`src/hdl/dqp_pkg.sv`:
```
package dqp_pkg;

  localparam int MAX_MESSAGE = 512;
  localparam int MAX_NAME    = 255;
  localparam int POS_W       = $clog2(MAX_MESSAGE + 1);
  localparam int HEADER_LEN  = 12;

  localparam int Q_DEPTH = 4;
  localparam int Q_IDX_W = $clog2(Q_DEPTH);
  localparam int Q_CNT_W = $clog2(Q_DEPTH + 1);

  localparam logic [1:0] ST_OK     = 2'd0;
  localparam logic [1:0] ST_NONSTD = 2'd1;
  localparam logic [1:0] ST_TRUNC  = 2'd2;
  localparam logic [1:0] ST_LONG   = 2'd3;

  localparam logic       KIND_CHAR    = 1'b0;
  localparam logic       KIND_SUMMARY = 1'b1;
  localparam logic [7:0] DOT_CHAR     = 8'h2E;

  typedef struct packed {
    logic        kind;
    logic [7:0]  name_char;
    logic [1:0]  status;
    logic [15:0] query_id;
    logic [15:0] flag_bits;
    logic [15:0] question_count;
    logic [15:0] answer_count;
    logic [15:0] authority_count;
    logic [15:0] additional_count;
    logic [15:0] query_type;
    logic [15:0] query_class;
    logic [7:0]  name_length;
  } result_t;

endpackage

```
`src/hdl/dns_query_parser.sv`:
```
// dns query parser: takes one message byte per request, in wire order, with last_byte marking
// the end of the message. the 12-byte header (id, flags, four counts) is captured; if QR and
// opcode are zero the first question name is walked and its characters are sent out one per
// result in dotted form, followed by QTYPE and QCLASS. the last byte always produces a summary
// result (status, header words, type, class, name length) and returns the parser to its reset
// state. a byte that is both a name character and the last byte gives the character first,
// then the summary. rate: one byte per cycle while in_ready is high; a result is visible the cycle
// after its byte is taken when the queue was empty. each byte updates the parse state and its
// results go into a four-entry result queue, and in_ready is high while that queue has room
// for two results, so the sustained rate is set by the output side draining one result per cycle.
module dns_query_parser
  import dqp_pkg::*;
(
  input  logic        clk,
  input  logic        rst_n,

  input  logic        in_valid,
  output logic        in_ready,
  input  logic [7:0]  in_data_byte,
  input  logic        in_last_byte,

  output logic        out_valid,
  input  logic        out_ready,
  output logic        out_result_kind,
  output logic [7:0]  out_name_char,
  output logic [1:0]  out_status,
  output logic [15:0] out_query_id,
  output logic [15:0] out_flag_bits,
  output logic [15:0] out_question_count,
  output logic [15:0] out_answer_count,
  output logic [15:0] out_authority_count,
  output logic [15:0] out_additional_count,
  output logic [15:0] out_query_type,
  output logic [15:0] out_query_class,
  output logic [7:0]  out_name_length
);

  typedef enum logic [1:0] {
    PH_HEADER,
    PH_NAME,
    PH_TAIL,
    PH_DONE
  } phase_t;

  // parse state
  logic [POS_W-1:0] pos_r, pos_nxt;
  phase_t           phase_r, phase_nxt;
  logic [15:0]      id_r, id_nxt;
  logic [15:0]      flags_r, flags_nxt;
  logic [15:0]      cnt_r [4];
  logic [15:0]      cnt_nxt [4];
  logic [6:0]       lab_rem_r, lab_rem_nxt;
  logic             first_r, first_nxt;
  logic [7:0]       chars_r, chars_nxt;
  logic [15:0]      tc_r [2];
  logic [15:0]      tc_nxt [2];
  logic [1:0]       err_r, err_nxt;

  // result queue
  result_t            q_r [Q_DEPTH];
  logic [Q_IDX_W-1:0] head_r, head_nxt;
  logic [Q_IDX_W-1:0] tail_r, tail_nxt;
  logic [Q_CNT_W-1:0] qcnt_r, qcnt_nxt;

  logic       take;
  logic       pop;
  logic       want_chr;
  logic [7:0] chr_byte;
  logic       emit_chr;
  logic [1:0] cnt_idx;
  logic [1:0] k;
  logic [1:0] sum_status;
  result_t    chr_res;
  result_t    sum_res;
  result_t    res0;
  result_t    res1;
  logic [1:0] n_push;

  // room for two results keeps a char plus summary from overflowing the queue
  assign in_ready = (qcnt_r <= Q_CNT_W'(Q_DEPTH - 2));
  assign take     = in_valid && in_ready;
  assign out_valid = (qcnt_r != '0);
  assign pop      = out_valid && out_ready;

  // which count word a header byte lands in (bytes 4..11)
  assign cnt_idx = 2'(pos_r[2:1] - 2'd2);
  assign k       = lab_rem_r[1:0];

  always_comb begin
    pos_nxt     = pos_r;
    phase_nxt   = phase_r;
    id_nxt      = id_r;
    flags_nxt   = flags_r;
    cnt_nxt     = cnt_r;
    lab_rem_nxt = lab_rem_r;
    first_nxt   = first_r;
    chars_nxt   = chars_r;
    tc_nxt      = tc_r;
    err_nxt     = err_r;
    want_chr    = 1'b0;
    chr_byte    = in_data_byte;
    emit_chr    = 1'b0;

    if (take && (pos_r < POS_W'(MAX_MESSAGE))) begin
      pos_nxt = pos_r + 1'b1;
      unique case (phase_r)
        PH_HEADER: begin
          if (pos_r < POS_W'(2)) begin
            if (pos_r[0]) id_nxt[7:0] = in_data_byte;
            else id_nxt[15:8] = in_data_byte;
          end else if (pos_r < POS_W'(4)) begin
            if (pos_r[0]) flags_nxt[7:0] = in_data_byte;
            else flags_nxt[15:8] = in_data_byte;
          end else if (pos_r < POS_W'(HEADER_LEN)) begin
            if (pos_r[0]) cnt_nxt[cnt_idx][7:0] = in_data_byte;
            else cnt_nxt[cnt_idx][15:8] = in_data_byte;
          end
          if (pos_r == POS_W'(HEADER_LEN - 1)) begin
            // flags are complete by now; QR or a nonzero opcode stops the parse
            if (flags_r[15] || (flags_r[14:11] != 4'h0)) begin
              err_nxt   = ST_NONSTD;
              phase_nxt = PH_DONE;
            end else begin
              phase_nxt = PH_NAME;
            end
          end
        end
        PH_NAME: begin
          if (lab_rem_r != '0) begin
            want_chr    = 1'b1;
            lab_rem_nxt = lab_rem_r - 1'b1;
          end else if ((in_data_byte == 8'h00) || in_data_byte[7]) begin
            // end of name, also for pointers and reserved label types
            phase_nxt   = PH_TAIL;
            lab_rem_nxt = '0;
          end else begin
            if (!first_r) begin
              want_chr = 1'b1;
              chr_byte = DOT_CHAR;
            end
            first_nxt   = 1'b0;
            lab_rem_nxt = in_data_byte[6:0];
          end
        end
        PH_TAIL: begin
          // label counter doubles as the type/class byte index
          if (k[0]) tc_nxt[k[1]][7:0] = in_data_byte;
          else tc_nxt[k[1]][15:8] = in_data_byte;
          if (k == 2'd3) begin
            phase_nxt   = PH_DONE;
            lab_rem_nxt = '0;
          end else begin
            lab_rem_nxt = 7'(k + 2'd1);
          end
        end
        PH_DONE: begin
          // trailing bytes are ignored
        end
        default: begin
          phase_nxt = phase_r;
        end
      endcase

      // name length limit: drop the character and flag it
      if (want_chr) begin
        if (chars_r >= 8'(MAX_NAME)) begin
          if (err_r == ST_OK) err_nxt = ST_LONG;
        end else begin
          emit_chr  = 1'b1;
          chars_nxt = chars_r + 1'b1;
        end
      end
    end

    // summary status priority
    if (err_nxt == ST_NONSTD) sum_status = ST_NONSTD;
    else if (phase_nxt != PH_DONE) sum_status = ST_TRUNC;
    else if (err_nxt == ST_LONG) sum_status = ST_LONG;
    else sum_status = ST_OK;

    chr_res           = '0;
    chr_res.kind      = KIND_CHAR;
    chr_res.name_char = chr_byte;

    sum_res                  = '0;
    sum_res.kind             = KIND_SUMMARY;
    sum_res.status           = sum_status;
    sum_res.query_id         = id_nxt;
    sum_res.flag_bits        = flags_nxt;
    sum_res.question_count   = cnt_nxt[0];
    sum_res.answer_count     = cnt_nxt[1];
    sum_res.authority_count  = cnt_nxt[2];
    sum_res.additional_count = cnt_nxt[3];
    sum_res.query_type       = tc_nxt[0];
    sum_res.query_class      = tc_nxt[1];
    sum_res.name_length      = chars_nxt;

    res0   = emit_chr ? chr_res : sum_res;
    res1   = sum_res;
    n_push = {1'b0, emit_chr} + {1'b0, take && in_last_byte};

    // message end puts everything back to reset
    if (take && in_last_byte) begin
      pos_nxt     = '0;
      phase_nxt   = PH_HEADER;
      id_nxt      = '0;
      flags_nxt   = '0;
      cnt_nxt     = '{default: '0};
      lab_rem_nxt = '0;
      first_nxt   = 1'b1;
      chars_nxt   = '0;
      tc_nxt      = '{default: '0};
      err_nxt     = ST_OK;
    end

    tail_nxt = tail_r + Q_IDX_W'(n_push);
    head_nxt = head_r + Q_IDX_W'(pop);
    qcnt_nxt = qcnt_r + Q_CNT_W'(n_push) - Q_CNT_W'(pop);
  end

  always_ff @(posedge clk) begin
    if (!rst_n) begin
      pos_r     <= '0;
      phase_r   <= PH_HEADER;
      id_r      <= '0;
      flags_r   <= '0;
      cnt_r     <= '{default: '0};
      lab_rem_r <= '0;
      first_r   <= 1'b1;
      chars_r   <= '0;
      tc_r      <= '{default: '0};
      err_r     <= ST_OK;
      head_r    <= '0;
      tail_r    <= '0;
      qcnt_r    <= '0;
    end else begin
      pos_r     <= pos_nxt;
      phase_r   <= phase_nxt;
      id_r      <= id_nxt;
      flags_r   <= flags_nxt;
      cnt_r     <= cnt_nxt;
      lab_rem_r <= lab_rem_nxt;
      first_r   <= first_nxt;
      chars_r   <= chars_nxt;
      tc_r      <= tc_nxt;
      err_r     <= err_nxt;
      head_r    <= head_nxt;
      tail_r    <= tail_nxt;
      qcnt_r    <= qcnt_nxt;
    end
  end

  // queue payload, no reset
  always_ff @(posedge clk) begin
    if (n_push != 2'd0) q_r[tail_r] <= res0;
    if (n_push == 2'd2) q_r[Q_IDX_W'(tail_r + 1'b1)] <= res1;
  end

  assign out_result_kind      = q_r[head_r].kind;
  assign out_name_char        = q_r[head_r].name_char;
  assign out_status           = q_r[head_r].status;
  assign out_query_id         = q_r[head_r].query_id;
  assign out_flag_bits        = q_r[head_r].flag_bits;
  assign out_question_count   = q_r[head_r].question_count;
  assign out_answer_count     = q_r[head_r].answer_count;
  assign out_authority_count  = q_r[head_r].authority_count;
  assign out_additional_count = q_r[head_r].additional_count;
  assign out_query_type       = q_r[head_r].query_type;
  assign out_query_class      = q_r[head_r].query_class;
  assign out_name_length      = q_r[head_r].name_length;

endmodule

```
`config.mk`:
```
export PLATFORM = sky130hd
export DESIGN_NAME = dns_query_parser
export DESIGN_NICKNAME = d
export VERILOG_FILES = /design/src/hdl/dqp_pkg.sv /design/src/hdl/dns_query_parser.sv
export SDC_FILE = /design/constraint.sdc
export NUM_CORES = 1
export LEC_CHECK = 0
export BUFFER_PORTS_ARGS = -buffer_cell sky130_fd_sc_hd__buf_2
export CAP_MARGIN = 15
export CORE_ASPECT_RATIO = 0.5
export CORE_MARGIN = 2
export CORE_UTILIZATION = 42
export CTS_CLUSTER_DIAMETER = 60
export DETAILED_ROUTE_END_ITERATION = 6
export PLACE_DENSITY = 0.58
export SLEW_MARGIN = 15
export SYNTH_ARGS = -nofsm -noshare
export SYNTH_HDL_FRONTEND = slang
export SYNTH_SLANG_ARGS = --single-unit
```
`constraint.sdc`:
```
create_clock -name clk -period 6.95 [get_ports clk]
set_clock_uncertainty 0.1 [all_clocks]
set_input_delay 0 -clock clk [delete_from_list [all_inputs] [get_ports clk]]
set_output_delay 0 -clock clk [all_outputs]
set_load 0.03 [all_outputs]
```
**Word-level counts from Yosys, hierarchy flattened**

Memories as Yosys holds them, arrays and structs flattened. A register that Yosys moved wholly into a read port is not among the register bits.
Cells that the tools add are included.

- Word-level logic and storage cells: 146
- Memories: 1
- Output and inout port bits: 149
- RAM bits: 588
- Register bits: 165

- Eq/ne operators: 8
- Reduce and logical (&&, ||, !) cells: 19
- Add/sub/neg operators: 11
- Mux-type cells: 75
- Order comparisons: 10
- Bitwise gates (word level): 5

Memories:

| name | depth | width | read ports | clocked after memory_dff | write ports | line | text |
|---|---|---|---|---|---|---|---|
| q_r | 4 | 147 | 1 | 1 | 2 | dns_query_parser.sv:60 | `result_t q_r [Q_DEPTH];` |

Operator list:

| kind | count |
|---|---|
| two-way mux 64 bit | 6 |
| two-way mux 147 bit | 1 |
| two-way mux 16 bit | 9 |
| bitwise mux 64 bit | 2 |
| two-way mux 8 bit | 14 |
| two-way mux 32 bit | 3 |
| bitwise mux 32 bit | 2 |
| demux 16 bit (select 2 bit) | 2 |
| two-way mux 2 bit | 17 |
| demux 16 bit (select 1 bit) | 2 |
| two-way mux 7 bit | 2 |
| case mux 7 bit (2 select lines) | 1 |
| two-way mux 1 bit | 12 |
| adder 10 x 1 -> 10 bit, second input constant | 1 |
| == test 10 x 4 -> 1 bit, second input constant | 1 |
| less-than comparator 10 bit, second input constant | 1 |
| less-than comparator 10 x 2 -> 1 bit, second input constant | 1 |
| less-than comparator 10 x 3 -> 1 bit, second input constant | 1 |
| less-than comparator 10 x 4 -> 1 bit, second input constant | 1 |
| adder 8 x 1 -> 8 bit, second input constant | 1 |
| == test 2 bit, second input constant | 4 |
| greater-or-equal comparator 8 bit, second input constant | 1 |
| zero test 8 bit | 1 |
| nonzero test 7 bit | 1 |
| 30 further kinds | 41 |

**Depth between registers and ports, before layout**

Gate-level depths: netlist of run 1.

- Depth after elaboration: 14
- Mapped depth: 16
- Depth with buffers taken out: 15

**Least setup slack after synthesis of run 1**

OpenSTA, ideal clock, no wires.

- Kind: flip-flop to flip-flop
- Start: register lab_rem_r[1]
- End: memory q_r[3][0] in the netlist's numbering, enable pin
- Slack: 1.136 ns
- Stages on the path, launching flop included: 14
- Period minus slack after synthesis: 5.814 ns
- Arrival time: 5.224 ns
- Required time: 6.360 ns
- Cells stage by stage: dfxtp_1 -> clkbuf_1 -> inv_1 -> ha_1 -> nand4b_1 -> o211a_1 -> buf_4 -> clkbuf_1 -> ha_1 -> clkbuf_1 -> nand3b_1 -> and2_1 -> clkbuf_1 -> inv_1

RTL lines:

| element | line | text |
|---|---|---|
| start: declaration | dns_query_parser.sv:52 | `logic [6:0] lab_rem_r, lab_rem_nxt;` |
| start signal: assignment | dns_query_parser.sv:242 | `lab_rem_r <= lab_rem_nxt;` |
| end: declaration | dns_query_parser.sv:60 |  |

==> results of run 1 <==
==> sequential cells by signal (all words and copies together), names as in the netlist <==
name and cells:
pos_r 10, cnt_r 64, first_r 1, flags_r 16, chars_r 8, lab_rem_r 7
tail_r 2, q_r 588, err_r 2, qcnt_r 3, head_r 2, phase_r 2
tc_r 32, id_r 16
==> layout by cell type, fill, tap and decap left out, types with 11 or more instances in the layout <==
cell and count:
sky130_fd_sc_hd__o21ai_0 21, sky130_fd_sc_hd__a21oi_1 14, sky130_fd_sc_hd__edfxtp_1 552, sky130_fd_sc_hd__nor2_1 715
sky130_fd_sc_hd__buf_2 161, sky130_fd_sc_hd__buf_4 16, sky130_fd_sc_hd__clkinv_2 12, sky130_fd_sc_hd__mux4_2 147
sky130_fd_sc_hd__inv_1 17, sky130_fd_sc_hd__buf_12 11, sky130_fd_sc_hd__xnor2_1 12, sky130_fd_sc_hd__and2_1 12
sky130_fd_sc_hd__mux2i_4 16, sky130_fd_sc_hd__dfxtp_1 199, sky130_fd_sc_hd__a22o_1 16, sky130_fd_sc_hd__clkbuf_16 73
sky130_fd_sc_hd__ha_1 17, sky130_fd_sc_hd__nor3_1 19, sky130_fd_sc_hd__mux2i_1 112, sky130_fd_sc_hd__clkbuf_1 22
sky130_fd_sc_hd__nand2_1 49
==> metal layers <==
layer	track usage	vias up	share of wire
li1	-	8163	-
met1	0.275	9087	0.44
met2	0.330	413	0.48
met3	0.0304	104	0.050
met4	0.0518	0	0.022
met5	0	-	0
==> worst max-delay path by stage <==
stage / to / slack [ns] / cells after the start
final: q_r[0][93] / 1.77 / 10
after global routing: q_r[0][84] / 1.34 / 10
after CTS: q_r[0][93] / 1.77 / 10
after detailed placement: q_r[0][86] / 1.80 / 10
after global placement: q_r[0][92] / 1.90 / 10
after floorplan: q_r[3][0] / 1.14 / 13
==> stage by stage <==
stage | worst slack, ns | hold slack (ns) | total power [mW]
after global routing | 1.34 | 0.0282 | 11.6
final | 1.77 | 0.0406 | 11.2
after CTS | 1.77 | 0.00121 | 11.3
after global placement | 1.90 | 0.206 | 7.66
after floorplan | 1.14 | -0.0282 | 6.94
after detailed placement | 1.80 | 0.224 | 7.67
==> report_power, final <==
group | switching, mW | leakage (nW) | internal [mW]
clock | 1.61 | 1.07 | 2.08
sequential | 0.0999 | 6.84 | 4.95
combinational | 1.59 | 3.34 | 0.861
==> cells by family after synthesis <==
| kind of cell | after synthesis |
|---|---|
| flip-flops | 753 |
| AND/OR/NAND/NOR | 867 |
| XOR/XNOR | 22 |
| AO/OA/AOI/OAI | 92 |
| adder cells (fa/ha/maj) | 18 |
| multiplexers | 276 |
| buffers and inverters | 165 |
==> critical path, cell delays in order (launching register included) <==
cell and delay, ns:
sky130_fd_sc_hd__dfxtp_1 0.47, sky130_fd_sc_hd__inv_1 0.13, sky130_fd_sc_hd__ha_1 0.24, sky130_fd_sc_hd__nand4b_1 0.40, sky130_fd_sc_hd__o211a_1 0.69, sky130_fd_sc_hd__inv_4 0.20
sky130_fd_sc_hd__ha_1 0.32, sky130_fd_sc_hd__nor3_1 0.71, sky130_fd_sc_hd__a31oi_1 0.39, sky130_fd_sc_hd__inv_6 0.77, sky130_fd_sc_hd__buf_12 0.32
==> cell usage after synthesis (4+ instances only) <==
cell type / number / area share
sky130_fd_sc_hd__a21oi_1: 15 / 0.0024
sky130_fd_sc_hd__a22o_1: 16 / 0.0045
sky130_fd_sc_hd__a22oi_1: 4 / 0.00097
sky130_fd_sc_hd__a31oi_1: 4 / 0.00081
sky130_fd_sc_hd__a32o_1: 4 / 0.0013
sky130_fd_sc_hd__and2_1: 12 / 0.0024
sky130_fd_sc_hd__buf_1: 4 / 0.00049
sky130_fd_sc_hd__buf_2: 71 / 0.011
sky130_fd_sc_hd__buf_4: 20 / 0.0049
sky130_fd_sc_hd__buf_6: 4 / 0.0015
sky130_fd_sc_hd__clkbuf_1: 44 / 0.0053
sky130_fd_sc_hd__dfxtp_1: 201 / 0.13
sky130_fd_sc_hd__edfxtp_1: 552 / 0.54
sky130_fd_sc_hd__ha_1: 17 / 0.0069
sky130_fd_sc_hd__inv_1: 21 / 0.0025
sky130_fd_sc_hd__mux2i_1: 112 / 0.036
sky130_fd_sc_hd__mux2i_4: 16 / 0.012
sky130_fd_sc_hd__mux4_2: 147 / 0.11
sky130_fd_sc_hd__nand2_1: 50 / 0.0061
sky130_fd_sc_hd__nand2b_1: 5 / 0.0010
sky130_fd_sc_hd__nand3_1: 9 / 0.0015
sky130_fd_sc_hd__nand3b_1: 5 / 0.0012
sky130_fd_sc_hd__nand4_1: 6 / 0.0012
sky130_fd_sc_hd__nor2_1: 715 / 0.087
sky130_fd_sc_hd__nor2_2: 8 / 0.0016
sky130_fd_sc_hd__nor2b_1: 4 / 0.00081
sky130_fd_sc_hd__nor3_1: 19 / 0.0031
sky130_fd_sc_hd__nor4_1: 4 / 0.00081
sky130_fd_sc_hd__o21a_1: 5 / 0.0012
sky130_fd_sc_hd__o21ai_0: 21 / 0.0034
sky130_fd_sc_hd__xnor2_1: 12 / 0.0034
sky130_fd_sc_hd__xor2_1: 10 / 0.0028
==> area by class of cell <==
| type | instances | area (µm²) | area share |
|---|---|---|---|
| repair buffers | 193 | 1200 | 0.0344 |
| well taps | 972 | 1220 | 0.0349 |
| clock inverters | 24 | 158 | 0.00453 |
| inverters | 22 | 105 | 0.00302 |
| multi-input cells | 1275 | 9550 | 0.274 |
| flip-flops and latches | 753 | 20600 | 0.591 |
| clock buffers | 102 | 2010 | 0.0576 |
==> impl_metrics.json, run 1 <==
{
  "vdd_ir_drop_max_mv": 0.183,
  "detail_route.wl_per_cell_um": 22.3,
  "finalNetCount": 2346,
  "critPathKind": "reg2reg",
  "timing.critical_path.required_ns": 7.12,
  "status": "completed",
  "regToRegStartpoint": "lab_rem_r[1]",
  "tritoncts_num_sinks": 753,
  "worst_r2r_endpoint": "q_r[0][93]",
  "hold_viol_final": 0,
  "yosysSeqAreaShare": 0.666,
  "syn-mean-instance-area_um2": 14.1,
  "min-delay-start": "in_data_byte[4]",
  "drc": 0,
  "synth_area_um2": 30900,
  "timing.reg2reg.setup_slack_ns": 1.77,
  "power.density_cell_area_nw_per_um2": 321,
  "filler_cell_count": 6374,
  "report.final.setup_viol": 0,
  "hold_path_end": "q_r[3][142]",
  "die-area_um2": 75900,
  "fmaxAchievable_ghz": 0.193,
  "cts_resized": 0,
  "via_count_of_the_first_global_routing_pass": 18316,
  "maxCapViolCount": 0,
  "port_buffers": 161,
  "grt_pass1_wl_um": 114000,
  "cts_inserted_buffers": 70,
  "post_synth_and_or_nand_nor_area_fraction": 0.117,
  "rsz_0062_raised_after_global_routing": "false",
  "coreArea_um2": 73000,
  "final.period_utilization": 0.746,
  "critPathArrivalTime_ns": 5.35,
  "postSynth.topFlopCell": "sky130_fd_sc_hd__edfxtp_1",
  "floorplan.die.height_um": 196,
  "site_rows": 70,
  "grt_start_max_net_pins": 149,
  "initial_core_util": 0.424,
  "diodes": 0,
  "dp_hpwl_um": 40500,
  "synthCells": 2193,
  "clockBufferDepth": 3,
  "final_cell_area_um2": 34800,
  "cts.repair_timing.setup_buffer_count": 0,
  "dp_cells": 3210,
  "synth.mux.area_fraction": 0.155,
  "layoutNonFillerInstCount": 3341,
  "gpl_wtd_cong": 0.779,
  "first_iter_violations": 1445,
  "final_util": 0.478,
  "cp-end-kind": "flop",
  "postCtsHoldBufs": 4,
  "clock_tree_root_driver_cell": "sky130_fd_sc_hd__clkbuf_16",
  "grt_use_total": 0.199,
  "cts_tree": "built",
  "drtPass1Iterations": 5,
  "startpoint": "lab_rem_r[1]",
  "synth.ff_latch_count": 753,
  "hold_depth": 4,
  "drive_gt1_frac": 0.205,
  "timing.max_slew.rel_slack": 0.307,
  "synth_cell_types": 73,
  "finalWirelength_um": 74600,
  "crit_path_max_fanout": 74,
  "grt_residual_overflow": 0,
  "htree_num_levels": 3,
  "finalMaxSlewViolations": 0,
  "synthAdderAreaFrac": 0.00753,
  "postSynth.asyncResetShare": 0,
  "min-delay-path-class": "in2reg",
  "cellLeakagePower_nw": 11.2,
  "syn_to_final_growth_pct": 12.7,
  "critical_path.startpoint_type": "flop",
  "detail-route-antenna-nets": 0,
  "synth_xor_xnor_area_share": 0.00623,
  "dieWidth_um": 388,
  "period_needed_ns": 5.18,
  "vias": 17767,
  "antenna_found_initial": 0,
  "detailed_place.area_um2": 32600,
  "insertion_delay_ns": 0.60,
  "synth_top_family_by_area": "multiplexers",
  "route.detailed.vias_per_inst": 5.32,
  "mappedNetlistNets": 2224,
  "total_negative_setup_slack_ns": 0,
  "pin_count": 162,
  "synth_enable_flop_cells": 552,
  "synth.yosys.warnings": 0,
  "synth_compound_gate_area_share": 0.0212,
  "clkSlewWorstSetupHoldPaths_ns": 0.06,
  "worst-r2r-cell-count": 10,
  "timing_worst_slew_pin_value_ns": 1.04
}
(Power assumes the default switching activity.)
==> run 2: changes to the inputs <==
--- a/config.mk
+++ b/config.mk
@@ -12,7 +12,7 @@
 export CORE_UTILIZATION = 42
 export CTS_CLUSTER_DIAMETER = 60
 export DETAILED_ROUTE_END_ITERATION = 6
-export PLACE_DENSITY = 0.58
+export PLACE_DENSITY = 0.61
 export SLEW_MARGIN = 15
 export SYNTH_ARGS = -nofsm -noshare
 export SYNTH_HDL_FRONTEND = slang
==> constraint.sdc (replaced) <==
create_clock -name clk -period 4.4 [get_ports clk]
set_clock_uncertainty 0.1 [all_clocks]
set_input_delay 0 -clock clk [delete_from_list [all_inputs] [get_ports clk]]
set_output_delay 0 -clock clk [all_outputs]
set_load 0.03 [all_outputs]
==> run 2 against run 1 <==
First-iteration DRC count is 6.2% higher. Setup slack worse by 1.0 ns. Largest power group unchanged. Hold slack lost 0.020 ns. Power is 63% higher. Combinational power increased by 63%. Fmax grew 42%. Final cell count increased by 1.3%. Clock-buffer cell count is 5 lower. Register-to-register slack got worse by 1.0 ns. Highest routed layer unchanged. Routed wire length increased by 2.4%. Via count rose by 1.9%. Sequential power grew 58%.
==> impl_metrics.json, run 2 (same netlist as run 1, synthesis figures left out) <==
{
  "total_negative_setup_slack_ns": 0,
  "via_count_of_the_first_global_routing_pass": 18690,
  "dieWidth_um": 388,
  "vias": 18108,
  "initial_core_util": 0.424,
  "floorplan.die.height_um": 196,
  "first_iter_violations": 1534,
  "cts_inserted_buffers": 70,
  "reg.largest.list": "q_r x588, cnt_r x64, tc_r x32",
  "dp_hpwl_um": 44100,
  "grt_use_total": 0.202,
  "maxCapViolCount": 0,
  "layoutNonFillerInstCount": 3385,
  "vdd_ir_drop_max_mv": 0.246,
  "coreArea_um2": 73000,
  "insertion_delay_ns": 0.61,
  "timing.max_slew.rel_slack": 0.438,
  "postCtsHoldBufs": 5,
  "diodes": 0,
  "site_rows": 70,
  "cts_resized": 0,
  "largest_register_ffs": 588,
  "grt_pass1_wl_um": 116000,
  "critPathArrivalTime_ns": 3.92,
  "rsz_0062_raised_after_global_routing": "false",
  "multi_input_area_um2": 9620,
  "cts.repair_timing.setup_buffer_count": 0,
  "detailed_place.area_um2": 33300,
  "detail-route-antenna-nets": 0,
  "critical_path.startpoint_type": "flop",
  "use_met2": 0.337,
  "period_needed_ns": 3.66,
  "final_common_cell": "sky130_fd_sc_hd__nor2_1",
  "finalNetCount": 2387,
  "p_sw_frac": 0.296,
  "gpl_wtd_cong": 0.798,
  "crit_path_max_fanout": 18,
  "top_register": "q_r",
  "cts_tree": "built",
  "gr-usage-met3": 0.0311,
  "final_cell_area_um2": 35700,
  "switching_power_mw": 5.40,
  "report.final.setup_viol": 0,
  "clock_tree_root_driver_cell": "sky130_fd_sc_hd__clkbuf_16",
  "drc": 0,
  "port_buffers": 161,
  "pin_count": 162,
  "worst-r2r-cell-count": 12,
  "mostFrequentLayoutCells": "sky130_fd_sc_hd__nor2_1 (713), sky130_fd_sc_hd__edfxtp_1 (552), sky130_fd_sc_hd__dfxtp_1 (199)",
  "htree_num_levels": 3,
  "grt_start_max_net_pins": 71,
  "clkSlewWorstSetupHoldPaths_ns": 0.06,
  "finalWirelength_um": 76400,
  "die-area_um2": 75900,
  "comb_power_share": 0.219,
  "route.detailed.vias_per_inst": 5.35,
  "filler_cell_count": 6261,
  "timing_worst_slew_pin_value_ns": 0.842,
  "status": "completed",
  "drive_gt1_frac": 0.229,
  "hold_viol_final": 0,
  "tritoncts_num_sinks": 753,
  "hold_depth": 4,
  "flip_flop_and_latch_area_um2": 20600,
  "final.period_utilization": 0.832,
  "grt.busiest_layer": "met2",
  "timing.critical_path.required_ns": 4.66,
  "finalMaxSlewViolations": 0,
  "clock_power_share": 0.343,
  "power.sequential.fraction": 0.438,
  "cp-end-kind": "flop",
  "drtPass1Iterations": 7,
  "grt_residual_overflow": 0,
  "dp_cells": 3251,
  "syn_to_final_growth_pct": 15.4,
  "clockBufferDepth": 3,
  "power.density_cell_area_nw_per_um2": 511,
  "fmaxAchievable_ghz": 0.273,
  "antenna_found_initial": 0,
  "intPower_mw": 12.8,
  "cellLeakagePower_nw": 11.6,
  "detail_route.wl_per_cell_um": 22.6,
  "critPathKind": "reg2reg",
  "min-delay-path-class": "in2reg",
  "gr-usage-met1": 0.282
}
[run 2: worst max-delay path: stages, from the launching register on]
cell and delay (ns):
sky130_fd_sc_hd__dfxtp_1 0.43, sky130_fd_sc_hd__ha_1 0.23, sky130_fd_sc_hd__and2_1 0.19, sky130_fd_sc_hd__nand4_1 0.19, sky130_fd_sc_hd__o211a_1 0.20, sky130_fd_sc_hd__inv_4 0.18
sky130_fd_sc_hd__ha_4 0.20, sky130_fd_sc_hd__nor2_1 0.05, sky130_fd_sc_hd__and2_1 0.31, sky130_fd_sc_hd__nor2_4 0.33, sky130_fd_sc_hd__clkinvlp_4 0.46, sky130_fd_sc_hd__buf_12 0.33
sky130_fd_sc_hd__buf_12 0.18
[run 2: path summary, 6_finish.rpt]
check | slack (ns) | start | endpoint
setup / recovery | 0.74 | chars_r[1] | q_r[2][84]
hold / removal | 0.02 | in_data_byte[0] | q_r[2][138]
setup reg to reg | 0.74 | chars_r[1] | q_r[2][84]
hold reg to reg | 0.34 | q_r[0][146] | q_r[0][146]
[run 2: metrics by stage]
stage / power (mW) / util / worst slack [ns] / hold WS (ns)
2_1_floorplan: 11.0 / - / -0.192 / -0.0282
3_3_place_gp: 12.2 / 0.456 / 0.788 / 0.203
3_5_place_dp: 12.2 / 0.456 / 0.754 / 0.203
4_1_cts: 18.4 / 0.489 / 0.728 / 0.00815
5_1_grt: 18.8 / 0.489 / 0.546 / 0.0268
6_report: 18.2 / 0.489 / 0.739 / 0.0202
[run 2: routing by layer]
metal / share of wire / vias to the layer above
met5: 0 / -
met3: 0.048 / 102
li1: - / 8242
met2: 0.49 / 446
met4: 0.019 / 0
met1: 0.44 / 9318
[run 2: power groups by stage]
stage                     registers (mW)  clock network (mW)  logic [mW]
after floorplan                     8.04                   0        2.92
after global placement              8.12                   0        4.07
after detailed placement            8.13                   0        4.07
after CTS                           7.98                6.35        4.08
after global routing                8.00                6.60        4.21
final                               7.97                6.25        3.99
[run 2: layout make-up]
cell class,count,area share
Clock buffer,97,0.0565
Tap cell,972,0.0341
Sequential cell,753,0.578
Clock inverter,32,0.00964
Timing Repair Buffer,234,0.0495
Inverter,22,0.00295
Multi-Input combinational cell,1275,0.270
